File: src/hdl/lbpt_pkg.sv
`timescale 1ns / 1ps
// ----------------------------------------------------------------------------
// lbpt_pkg
// Shared types and constants for the LED blink pattern timer.
// ----------------------------------------------------------------------------
package lbpt_pkg;

    localparam int CFG_W          = 32;
    localparam int CFG_IDX_W      = 1;
    localparam int ACTION_W       = 3;
    localparam int REQ_COUNT_W    = 16;
    localparam int RSP_COUNT_W    = 16;
    localparam int TIME_BITS_DEF  = 32;
    localparam int COUNT_BITS_DEF = 16;

    typedef enum logic [CFG_IDX_W-1:0] {
        REG_ON_TICKS  = 1'd0,
        REG_OFF_TICKS = 1'd1
    } t_cfg_reg;

    typedef enum logic [ACTION_W-1:0] {
        ACT_TICK  = 3'd0,
        ACT_SET   = 3'd1,
        ACT_STOP  = 3'd2,
        ACT_START = 3'd3,
        ACT_TIMES = 3'd4
    } t_action;

    typedef struct packed {
        logic [ACTION_W-1:0]    action;
        logic                   level;
        logic [REQ_COUNT_W-1:0] count;
    } t_req;

    typedef struct packed {
        logic                   led_on;
        logic                   is_paused;
        logic [RSP_COUNT_W-1:0] flashes_left;
    } t_rsp;

    typedef struct packed {
        logic led_level;
        logic stopped;
    } t_flags;

endpackage

File: src/hdl/lbpt_cfg.sv
`timescale 1ns / 1ps
// ----------------------------------------------------------------------------
// lbpt_cfg
// On and off duration registers written through the plain write port.
// ----------------------------------------------------------------------------
module lbpt_cfg (
    input  logic                         i_clk,
    input  logic                         i_rst_n,
    input  logic                         i_cfg_we,
    input  logic [lbpt_pkg::CFG_IDX_W-1:0] i_cfg_idx,
    input  logic [lbpt_pkg::CFG_W-1:0]   i_cfg_data,
    output logic [lbpt_pkg::CFG_W-1:0]   o_on_ticks,
    output logic [lbpt_pkg::CFG_W-1:0]   o_off_ticks
);
    import lbpt_pkg::*;

    logic [CFG_W-1:0] r_on_ticks;
    logic [CFG_W-1:0] r_off_ticks;

    always_ff @(posedge i_clk) begin
        if (!i_rst_n) begin
            r_on_ticks  <= '0;
            r_off_ticks <= '0;
        end else if (i_cfg_we) begin
            unique case (i_cfg_idx)
                REG_ON_TICKS:  r_on_ticks  <= i_cfg_data;
                REG_OFF_TICKS: r_off_ticks <= i_cfg_data;
                default: ;
            endcase
        end
    end

    assign o_on_ticks  = r_on_ticks;
    assign o_off_ticks = r_off_ticks;

endmodule

File: src/hdl/lbpt_step.sv
`timescale 1ns / 1ps
// ----------------------------------------------------------------------------
// lbpt_step
// Next-state logic for one request: tick, set level, stop, start, flash.
// ----------------------------------------------------------------------------
module lbpt_step #(
    parameter int TIME_BITS  = lbpt_pkg::TIME_BITS_DEF,
    parameter int COUNT_BITS = lbpt_pkg::COUNT_BITS_DEF
) (
    input  lbpt_pkg::t_req               i_req,
    input  logic [lbpt_pkg::CFG_W-1:0]   i_on_ticks,
    input  logic [lbpt_pkg::CFG_W-1:0]   i_off_ticks,
    input  lbpt_pkg::t_flags             i_flags,
    input  logic [TIME_BITS-1:0]         i_elapsed,
    input  logic [COUNT_BITS-1:0]        i_remaining,
    output lbpt_pkg::t_flags             o_flags,
    output logic [TIME_BITS-1:0]         o_elapsed,
    output logic [COUNT_BITS-1:0]        o_remaining
);
    import lbpt_pkg::*;

    localparam int CMP_W = (TIME_BITS > CFG_W) ? TIME_BITS : CFG_W;

    logic [TIME_BITS-1:0] el_inc;
    logic [CFG_W-1:0]     dur;
    logic                 reached;
    logic                 blocked;

    always_comb begin
        el_inc  = (i_elapsed == {TIME_BITS{1'b1}}) ? i_elapsed
                                                   : i_elapsed + TIME_BITS'(1);
        dur     = i_flags.led_level ? i_on_ticks : i_off_ticks;
        reached = CMP_W'(el_inc) >= CMP_W'(dur);
        blocked = i_flags.led_level ? (i_off_ticks == '0) : (i_on_ticks == '0);
    end

    always_comb begin
        o_flags     = i_flags;
        o_elapsed   = i_elapsed;
        o_remaining = i_remaining;
        unique case (i_req.action)
            ACT_TICK: begin
                if (!i_flags.stopped) begin
                    o_elapsed = el_inc;
                    if (reached && !blocked) begin
                        o_elapsed         = '0;
                        o_flags.led_level = !i_flags.led_level;
                        // falling edge uses up one flash
                        if (i_flags.led_level) begin
                            if (i_remaining > COUNT_BITS'(1)) begin
                                o_remaining = i_remaining - COUNT_BITS'(1);
                            end else if (i_remaining == COUNT_BITS'(1)) begin
                                o_remaining     = '0;
                                o_flags.stopped = 1'b1;
                            end
                        end
                    end
                end
            end
            ACT_SET: begin
                o_flags.led_level = i_req.level;
            end
            ACT_STOP: begin
                o_flags.stopped = 1'b1;
            end
            ACT_START: begin
                o_flags.stopped = 1'b0;
                o_elapsed       = '0;
            end
            ACT_TIMES: begin
                o_remaining       = COUNT_BITS'(i_req.count);
                o_flags.led_level = 1'b1;
                o_flags.stopped   = 1'b0;
                o_elapsed         = '0;
            end
            default: ;
        endcase
    end

endmodule

File: src/hdl/led_blink_pattern_timer.sv
`timescale 1ns / 1ps
// ----------------------------------------------------------------------------
// led_blink_pattern_timer
// LED blink controller with repeat count: one request in, one response out.
//
//   channel   direction  handshake                    payload
//   request   in         i_req_valid / o_req_ready    i_req (action, level, count)
//   response  out        o_rsp_valid / i_rsp_ready    o_rsp (led_on, is_paused,
//                                                            flashes_left)
//   config    in         i_cfg_we                     i_cfg_idx, i_cfg_data
//
// one request per cycle while responses are taken; the response follows acceptance
// through the request register, then the state and response registers
// reset clears the durations, the state (off, paused) and both valid flags
// a stalled response holds the response register; a waiting request holds
// in the request register, so the request side backs up one stage later
// ----------------------------------------------------------------------------
module led_blink_pattern_timer #(
    parameter int TIME_BITS  = lbpt_pkg::TIME_BITS_DEF,
    parameter int COUNT_BITS = lbpt_pkg::COUNT_BITS_DEF
) (
    input  logic                           i_clk,
    input  logic                           i_rst_n,
    input  logic                           i_cfg_we,
    input  logic [lbpt_pkg::CFG_IDX_W-1:0] i_cfg_idx,
    input  logic [lbpt_pkg::CFG_W-1:0]     i_cfg_data,
    input  logic                           i_req_valid,
    output logic                           o_req_ready,
    input  lbpt_pkg::t_req                 i_req,
    output logic                           o_rsp_valid,
    input  logic                           i_rsp_ready,
    output lbpt_pkg::t_rsp                 o_rsp
);
    import lbpt_pkg::*;

    logic [CFG_W-1:0]      on_ticks;
    logic [CFG_W-1:0]      off_ticks;

    t_req                  r_req;
    logic                  r_req_valid;
    t_flags                r_flags;
    logic [TIME_BITS-1:0]  r_elapsed;
    logic [COUNT_BITS-1:0] r_remaining;
    t_rsp                  r_rsp;
    logic                  r_rsp_valid;

    t_flags                n_flags;
    logic [TIME_BITS-1:0]  n_elapsed;
    logic [COUNT_BITS-1:0] n_remaining;

    logic                  adv;

    lbpt_cfg u_cfg (
        .i_clk       (i_clk),
        .i_rst_n     (i_rst_n),
        .i_cfg_we    (i_cfg_we),
        .i_cfg_idx   (i_cfg_idx),
        .i_cfg_data  (i_cfg_data),
        .o_on_ticks  (on_ticks),
        .o_off_ticks (off_ticks)
    );

    lbpt_step #(
        .TIME_BITS  (TIME_BITS),
        .COUNT_BITS (COUNT_BITS)
    ) u_step (
        .i_req       (r_req),
        .i_on_ticks  (on_ticks),
        .i_off_ticks (off_ticks),
        .i_flags     (r_flags),
        .i_elapsed   (r_elapsed),
        .i_remaining (r_remaining),
        .o_flags     (n_flags),
        .o_elapsed   (n_elapsed),
        .o_remaining (n_remaining)
    );

    assign adv         = r_req_valid && (!r_rsp_valid || i_rsp_ready);
    assign o_req_ready = !r_req_valid || adv;

    // request register
    always_ff @(posedge i_clk) begin
        if (!i_rst_n) begin
            r_req_valid <= 1'b0;
        end else if (o_req_ready) begin
            r_req_valid <= i_req_valid;
        end
    end

    always_ff @(posedge i_clk) begin
        if (o_req_ready && i_req_valid) begin
            r_req <= i_req;
        end
    end

    // state and response registers
    always_ff @(posedge i_clk) begin
        if (!i_rst_n) begin
            r_flags.led_level <= 1'b0;
            r_flags.stopped   <= 1'b1;
            r_elapsed         <= '0;
            r_remaining       <= '0;
            r_rsp_valid       <= 1'b0;
        end else if (adv) begin
            r_flags     <= n_flags;
            r_elapsed   <= n_elapsed;
            r_remaining <= n_remaining;
            r_rsp_valid <= 1'b1;
        end else if (i_rsp_ready) begin
            r_rsp_valid <= 1'b0;
        end
    end

    always_ff @(posedge i_clk) begin
        if (adv) begin
            r_rsp.led_on       <= n_flags.led_level;
            r_rsp.is_paused    <= n_flags.stopped;
            r_rsp.flashes_left <= RSP_COUNT_W'(n_remaining);
        end
    end

    assign o_rsp_valid = r_rsp_valid;
    assign o_rsp       = r_rsp;

    a_paused_tick_holds: assert property (@(posedge i_clk) disable iff (!i_rst_n)
        (adv && r_req.action == ACT_TICK && r_flags.stopped)
            |-> (n_elapsed == r_elapsed && n_flags == r_flags
                 && n_remaining == r_remaining))
        else $error("tick while paused changed state");

    a_flip_clears_elapsed: assert property (@(posedge i_clk) disable iff (!i_rst_n)
        (adv && r_req.action == ACT_TICK && n_flags.led_level != r_flags.led_level)
            |-> (n_elapsed == '0))
        else $error("level flip without elapsed clear");

    a_remaining_no_rise: assert property (@(posedge i_clk) disable iff (!i_rst_n)
        (adv && r_req.action != ACT_TIMES) |-> (n_remaining <= r_remaining))
        else $error("remaining count rose outside flash command");

    a_rsp_matches_state: assert property (@(posedge i_clk) disable iff (!i_rst_n)
        o_rsp_valid |-> (o_rsp.led_on == r_flags.led_level
                         && o_rsp.is_paused == r_flags.stopped))
        else $error("response out of step with state");

endmodule
File: config.mk
export PLATFORM = sky130hd
export DESIGN_NAME = led_blink_pattern_timer
export DESIGN_NICKNAME = d
export VERILOG_FILES = /design/src/hdl/lbpt_pkg.sv /design/src/hdl/lbpt_cfg.sv /design/src/hdl/lbpt_step.sv /design/src/hdl/led_blink_pattern_timer.sv
export SDC_FILE = /design/constraint.sdc
export NUM_CORES = 1
export LEC_CHECK = 0
export ABC_AREA = 1
export BUFFER_PORTS_ARGS = -buffer_cell sky130_fd_sc_hd__buf_2
export CAP_MARGIN = 20
export CORE_ASPECT_RATIO = 0.5
export CORE_UTILIZATION = 40
export DETAILED_ROUTE_END_ITERATION = 16
export HOLD_SLACK_MARGIN = 0.03
export SYNTH_ARGS = -nofsm -noshare
export SYNTH_HDL_FRONTEND = slang
export SYNTH_SLANG_ARGS = --single-unit
File: constraint.sdc
create_clock -name i_clk -period 3.4 [get_ports i_clk]
set_input_delay 0.51 -clock i_clk [delete_from_list [all_inputs] [get_ports i_clk]]
set_output_delay 0.51 -clock i_clk [all_outputs]
set_load 0.03 [all_outputs]
## Word-level counts from Yosys, hierarchy flattened

Index checks and enable logic that the tools add are counted.

- Register bits: 154
- Input bits: 58
- Output and inout bits: 20

- $add $sub $neg: 2
- $lt $le $gt $ge: 2
- Eq/ne operators: 7
- Muxes and demuxes: 21
- Bitwise gates (word level): 1
- Reductions and logical operators: 18

Operators by type and width:

| kind | count |
|---|---|
| $mux W32 | 4 |
| $mux W16 | 5 |
| $logic_not A32 Y1 | 2 |
| $pmux W32 S2 | 1 |
| $add A32 B1 Y32 const B | 1 |
| $eq A32 B32 Y1 const B | 1 |
| $ge A32 B32 Y1 | 1 |
| $pmux W16 S2 | 1 |
| $eq A16 B1 Y1 const B | 1 |
| $gt A16 B1 Y1 const B | 1 |
| $sub A16 B1 Y16 const B | 1 |
| $eq A3 B2 Y1 const B | 2 |
| $mux W1 | 6 |
| $pmux W1 S3 | 2 |
| $logic_not A1 Y1 | 4 |
| $mux W2 | 2 |
| $reduce_and A2 Y1 | 2 |
| $reduce_bool A2 Y1 | 2 |
| $eq A3 B1 Y1 const B | 1 |
| $eq A3 B3 Y1 const B | 1 |
| $logic_and A1 B1 Y1 | 3 |
| $logic_not A3 Y1 | 1 |
| $reduce_and A3 Y1 | 1 |
| $logic_or A1 B1 Y1 | 2 |
| other kinds (3) | 3 |

## Logic depth before layout (Yosys ltp)

- Depth in word-level cells: 7
- Gate-level depth with buffers: 31
- Mapped depth without buffers: 30

## By module

Synthesis repeated with hierarchy kept, for this count alone.

- Cells, all modules: 1606
- Area, all modules: 10445.0 um^2

By module, submodules not included:

| module | times used | cells each | area each (um^2) | seq. area each (um^2) |
|---|---|---|---|---|
| lbpt_step | 1 | 878 | 4421.7 | 0.0 |
| led_blink_pattern_timer | 1 | 377 | 3487.1 | 2182.1 |
| lbpt_cfg | 1 | 351 | 2536.2 | 1281.2 |

## Least setup slack after synthesis

OpenSTA, ideal clock, no wires.

- Path type: reg-to-reg
- Start point: register r_elapsed[0]
- End point: register r_rsp (netlist bit o_rsp[15]) (data pin)
- Data arrival time: 2929 ps
- Slack: 216 ps
- Stages on the path, launching flop included: 25
- Path buffers: 2
- Clock period less this slack: 3184 ps
- Path through: dfxtp_1 > ha_1 > nand2_1 > inv_2 > nand3_2 > nor2_2 > nand3_1 > nor3_4 > inv_2 > buf_6 > nand2_1 > ha_1 > a21oi_1 > nor2_1 > nor2_1 > nand3_1 > a21oi_1 > nand2_1 > buf_2 > nand2_2 > nand2_1 > nand2_1 > nand2_1 > nand3_1 > nand2_1

- Word-level cells in the longest chain between the ends: 7
- Elaborated cells between the ends (all ways): 8
- Classes of those cells: add/sub (1); order compare (1); eq/ne (1); mux (4); reduce/logical (1)

RTL lines:

| item | RTL line | RTL |
|---|---|---|
| start, declared | led_blink_pattern_timer.sv:42 | `logic [TIME_BITS-1:0] r_elapsed;` |
| start signal, assigned | led_blink_pattern_timer.sv:106 | `r_elapsed <= n_elapsed;` |
| $add A32 B1 Y32 / $eq A32 B32 Y1 (equally long branches) | lbpt_step.sv:31, lbpt_step.sv:30 |  |
| $mux W32 (*) | lbpt_step.sv:30 | `el_inc = (i_elapsed == {TIME_BITS{1'b1}}) ? i_elapsed` |
| $ge A32 B32 Y1 (*) | lbpt_step.sv:33 | `reached = CMP_W'(el_inc) >= CMP_W'(dur);` |
| $logic_and A1 B1 Y1 (*) | lbpt_step.sv:45 | `if (reached && !blocked) begin` |
| $mux W16 (*) | lbpt_step.sv:45 |  |
| $mux W16 (*) | lbpt_step.sv:43 | `if (!i_flags.stopped) begin` |
| $pmux W16 S2 (*) | lbpt_step.sv:41 | `unique case (i_req.action)` |
| named net n_remaining[15] | led_blink_pattern_timer.sv:49 | `logic [COUNT_BITS-1:0] n_remaining;` |
| end, declared | led_blink_pattern_timer.sv:44 | `t_rsp r_rsp;` |

Mark *: on every way through the listed nets, which the timed path passes. The rest lies on a longest branch.
A chain may end at the register's enable or synchronous reset.

## Worst setup path in the final report

- Start point: register r_elapsed[1]
- End point: register r_elapsed[19]

- Word-level cells in the longest chain between the ends: 7
- Elaborated cells between the ends (all ways): 8
- Classes of those cells: add/sub (1); order compare (1); eq/ne (1); mux (4); reduce/logical (1)

RTL lines:

| item | RTL line |
|---|---|
| $add A32 B1 Y32 / $eq A32 B32 Y1 (equally long branches) | lbpt_step.sv:31, lbpt_step.sv:30 |
| $mux W32 (*) | lbpt_step.sv:30 |
| $ge A32 B32 Y1 | lbpt_step.sv:33 |
| $logic_and A1 B1 Y1 | lbpt_step.sv:45 |
| $mux W32 (*) | lbpt_step.sv:45 |
| $mux W32 (*) | lbpt_step.sv:43 |
| $pmux W32 S2 (*) | lbpt_step.sv:41 |

Every way passes the cells marked *; elsewhere a longest branch is shown, timed or not. The select of a mux whose other input is x is not followed.

==> run_results.csv <==
group,metric,value,unit
min_path,min_path_type,"in2reg",
timing,maxSlewViolCount,0,
finish,fillerInstances,2136,
power_and_ir_drop,internal_power,3.33,mW
timing,fin_worst_skew,0.0103,ns
finish,drive_gt1_share,21.8,%
power_and_ir_drop,p_total,4.62,mW
yosys,synthTopCellsByCount,"nand2_1, nor2_1, inv_1, o21ai_0, dfxtp_1",
critical_path,path_delay_family,"simple AND/OR/NAND/NOR gates",
finish,syn2layout_area_growth,28.3,%
clock_tree,cts_tree,"built",
die,initial_core_util,40.8,%
critical_path,path_cells,"ha_4 > nand2_2 > inv_2 > nand3_4 > nor2_4 > nand3_4 > nor3_4 > clkinv_4 > clkbuf_16 > nand2_2 > ha_1 > nand2_2 > nor2_1 > nor2_1 > nand3_2 > a21oi_2 > nand2_4 > buf_6 > a21oi_4 > buf_12 > clkbuf_16 > nand2_1 > a21oi_2",
yosys,ys_types,37,
place,gp_congestion,0.938,
yosys,synth_top_cell_area_share,26.3,%
clock_tree,cts_buffers,17,
yosys,ys_seq_area_share,39.2,%
place,dpl.hpwl,17900,µm
die,die_h,107,µm
clock_tree,cts.sinks,154,
critical_path,cp_data_required_time,3.76,ns
yosys,synthArstFlopShare,0,%
detailed_routing,viasPerCell,5.07,
power_and_ir_drop,combinationalPowerShare,15.4,%
yosys,yosysWarnings,0,
global_routing,antenna_found_initial,0,
global_routing,overflow,0,
detailed_routing,drtPass1Iterations,5,
detailed_routing,drcViolationCount,0,
detailed_routing,vias,8773,
die,rows,38,
timing,rsz0062_at_grt,"yes",
critical_path,crit_path_max_incr_delay,0.36,ns
global_routing,grt_pass1_vias,8179,
finish,nets,1512,
die,die_w,212,µm
power_and_ir_drop,power_switching,1.29,mW
yosys,syn-num-nets,1379,
timing,timing.final.crit_share,105,%
yosys,synth_flop_cell,"dfxtp_1",
timing,period_needed,3.57,ns
power_and_ir_drop,powerDensity,407,nW/µm²
yosys,synth-seq-cells,154,
power_and_ir_drop,switching_share,27.9,%
global_routing,grt_max_degree,65,
global_routing,grt_use_total,23.2,%
yosys,syn-cell-area,8840,µm²
power_and_ir_drop,peakVddDrop,0.297,mV
finish,final_area,11300,µm²
place,place_area,9960,µm²
die,dieArea,22700,µm²
detailed_routing,wirelength,26500,µm
finish,fin_cells,1731,
yosys,yosys.cell_count.top_type,"nand2_1",
clock_tree,cts-root-buf,"clkbuf_16",
yosys,synth-edff-count,38,
finish,multi_input_area,5240,µm²
power_and_ir_drop,p_clk_share,40.5,%
yosys,synth_cells,1286,
flow_run,drv_cap,0,
outcome,violations,"negative setup slack",
global_routing,grt_pass1_wl,40700,µm
outcome,status,"finished with violations",
finish,seq_area,3470,µm²
timing,tns,-4.69,ns
power_and_ir_drop,seq_power_share,44.2,%
yosys,yosys.area.top_type,"dfxtp_1",
place,dpl_worst_slack,-0.0527,ns
power_and_ir_drop,leakage,5.01,nW
timing,relSlewSlack,34.9,%
critical_path,critPathCaptureType,"flip-flop",
place,io_buffers,77,
critical_path,crit_buf_inv,6,
critical_path,cpMostUsedCell,"nand2_2",
die,ios,78,
yosys,synth_area_leaders,"dfxtp_1, nand2_1, edfxtp_1, nor2_1, o21ai_0",
timing,worstMarginPinSlew,0.970,ns
timing,final.setup.worst_slack,-0.168,ns
detailed_routing,drt_iter0_drc,563,
die,coreArea,21700,µm²
detailed_routing,wl_per_cell,15.3,µm
detailed_routing,antenna_left,0,
timing,hold_viol,0,
critical_path,path_max_fanout,8,
timing,setup_viol,44,
clock_tree,cts-htree-levels,4,
critical_path,critPathKind,"reg2reg",
finish,antenna_cells,0,
timing,fmax,280,MHz
clock_tree,clock_path_buffers,2,
critical_path,critPathSlowestCell,"dfxtp_2",
critical_path,critPathLaunchType,"flip-flop",
place,dp_cells,1685,
critical_path,worstPathArrival,3.93,ns
clock_tree,clk_pin_slew,0.06,ns
yosys,synth.avg_cell_area,6.87,µm²
clock_tree,clock_latency,0.45,ns
-- per-layer routing --
metal / GRT usage, % / vias up / part of all wire, %
met3: 5.10 / 38 / 4.5
met1: 30.5 / 4068 / 47
li1: - / 4466 / -
met4: 8.27 / 0 / 2.0
met2: 37.4 / 201 / 46
met5: 0 / - / 0
-- worst reg2reg max path, stage by stage, from the launching register on --
cell	delay (ns)
dfxtp_2	0.36
ha_4	0.14
nand2_2	0.05
inv_2	0.08
nand3_4	0.09
nor2_4	0.18
nand3_4	0.10
nor3_4	0.26
clkinv_4	0.19
clkbuf_16	0.21
nand2_2	0.10
ha_1	0.25
nand2_2	0.07
nor2_1	0.05
nor2_1	0.14
nand3_2	0.10
a21oi_2	0.20
nand2_4	0.12
buf_6	0.15
a21oi_4	0.16
buf_12	0.15
clkbuf_16	0.17
nand2_1	0.07
a21oi_2	0.11
-- path summary, 6_finish.rpt --
check | start | to | slack, ns | cells past startpoint
max | r_elapsed[1] | r_elapsed[19] | -0.17 | 23
max reg2reg | r_elapsed[1] | r_elapsed[19] | -0.17 | 23
min reg2reg | u_cfg.o_off_ticks[22] | u_cfg.o_off_ticks[22] | 0.48 | 2
min | i_req[16] | r_req[16] | 0.24 | 1
-- cell usage in the layout, fill, tap and decap left out, drive strengths merged --
master / instances
clkbuf: 29
nor2: 170
nor4: 6
xnor2: 11
buf: 162
edfxtp: 38
nor3: 27
ha: 35
inv: 128
o211ai: 2
or2: 1
xor2: 20
nand3b: 1
mux2i: 10
nand4: 24
dfxtp: 116
or3: 1
a21oi: 95
bufinv: 1
o21a: 1
nand3: 74
clkinv: 6
nand2: 354
o21ai: 118
nor3b: 1
-- layout make-up --
| class | count | share of cell area, % |
|---|---|---|
| multi-input combinational | 951 | 46.1 |
| inverter | 129 | 4.33 |
| tap | 300 | 3.31 |
| timing repair buffer | 166 | 10.7 |
| sequential | 154 | 30.6 |
| clock inverter | 6 | 0.507 |
| clock buffer | 25 | 4.48 |
-- cell families after synthesis --
kind of cell / count (synthesis) / share of synthesized area, %
AND/OR/NAND/NOR: 659 / 31.0
AO/OA/AOI/OAI: 216 / 12.5
buffers and inverters: 181 / 8.15
flip-flops: 154 / 39.2
adder cells (fa/ha/maj): 35 / 4.95
XOR/XNOR: 31 / 3.07
multiplexers: 10 / 1.13
-- flip-flops by register name (all words and copies together) (netlist names) --
signal and cells:
u_cfg.o_off_ticks 32, r_req 20, r_remaining 16, u_cfg.o_on_ticks 32, o_rsp_valid 1, r_flags 2
r_elapsed 32, o_rsp 18, r_req_valid 1
-- power by group through the flow --
stage	Clock, mW	Combinational (mW)	Sequential (mW)
after CTS	1.91	0.668	2.04
final	1.87	0.710	2.04
after floorplan	0	0.448	2.09
after global placement	0	0.648	2.08
after detailed placement	0	0.664	2.08
after global routing	1.98	0.801	2.05
-- repair_timing --
| item | in CTS | in global routing |
|---|---|---|
| gates cloned | 0 | 5 |
| pin swaps | 0 | 40 |
| setup endpoints to repair | 66 | 68 |
| gates resized for setup | 6 | 133 |
| hold buffers | 0 | 0 |
| buffers inserted | 0 | 10 |
-- metrics by stage --
stage	hold WS [ns]	utilization [%]
final	0.235	52.3
after global routing	0.213	52.3
after CTS	0.211	48.7
after detailed placement	0.462	45.9
after global placement	0.459	45.9
after floorplan	0.441	-
Note: power is estimated with default switching activity, not from simulation.
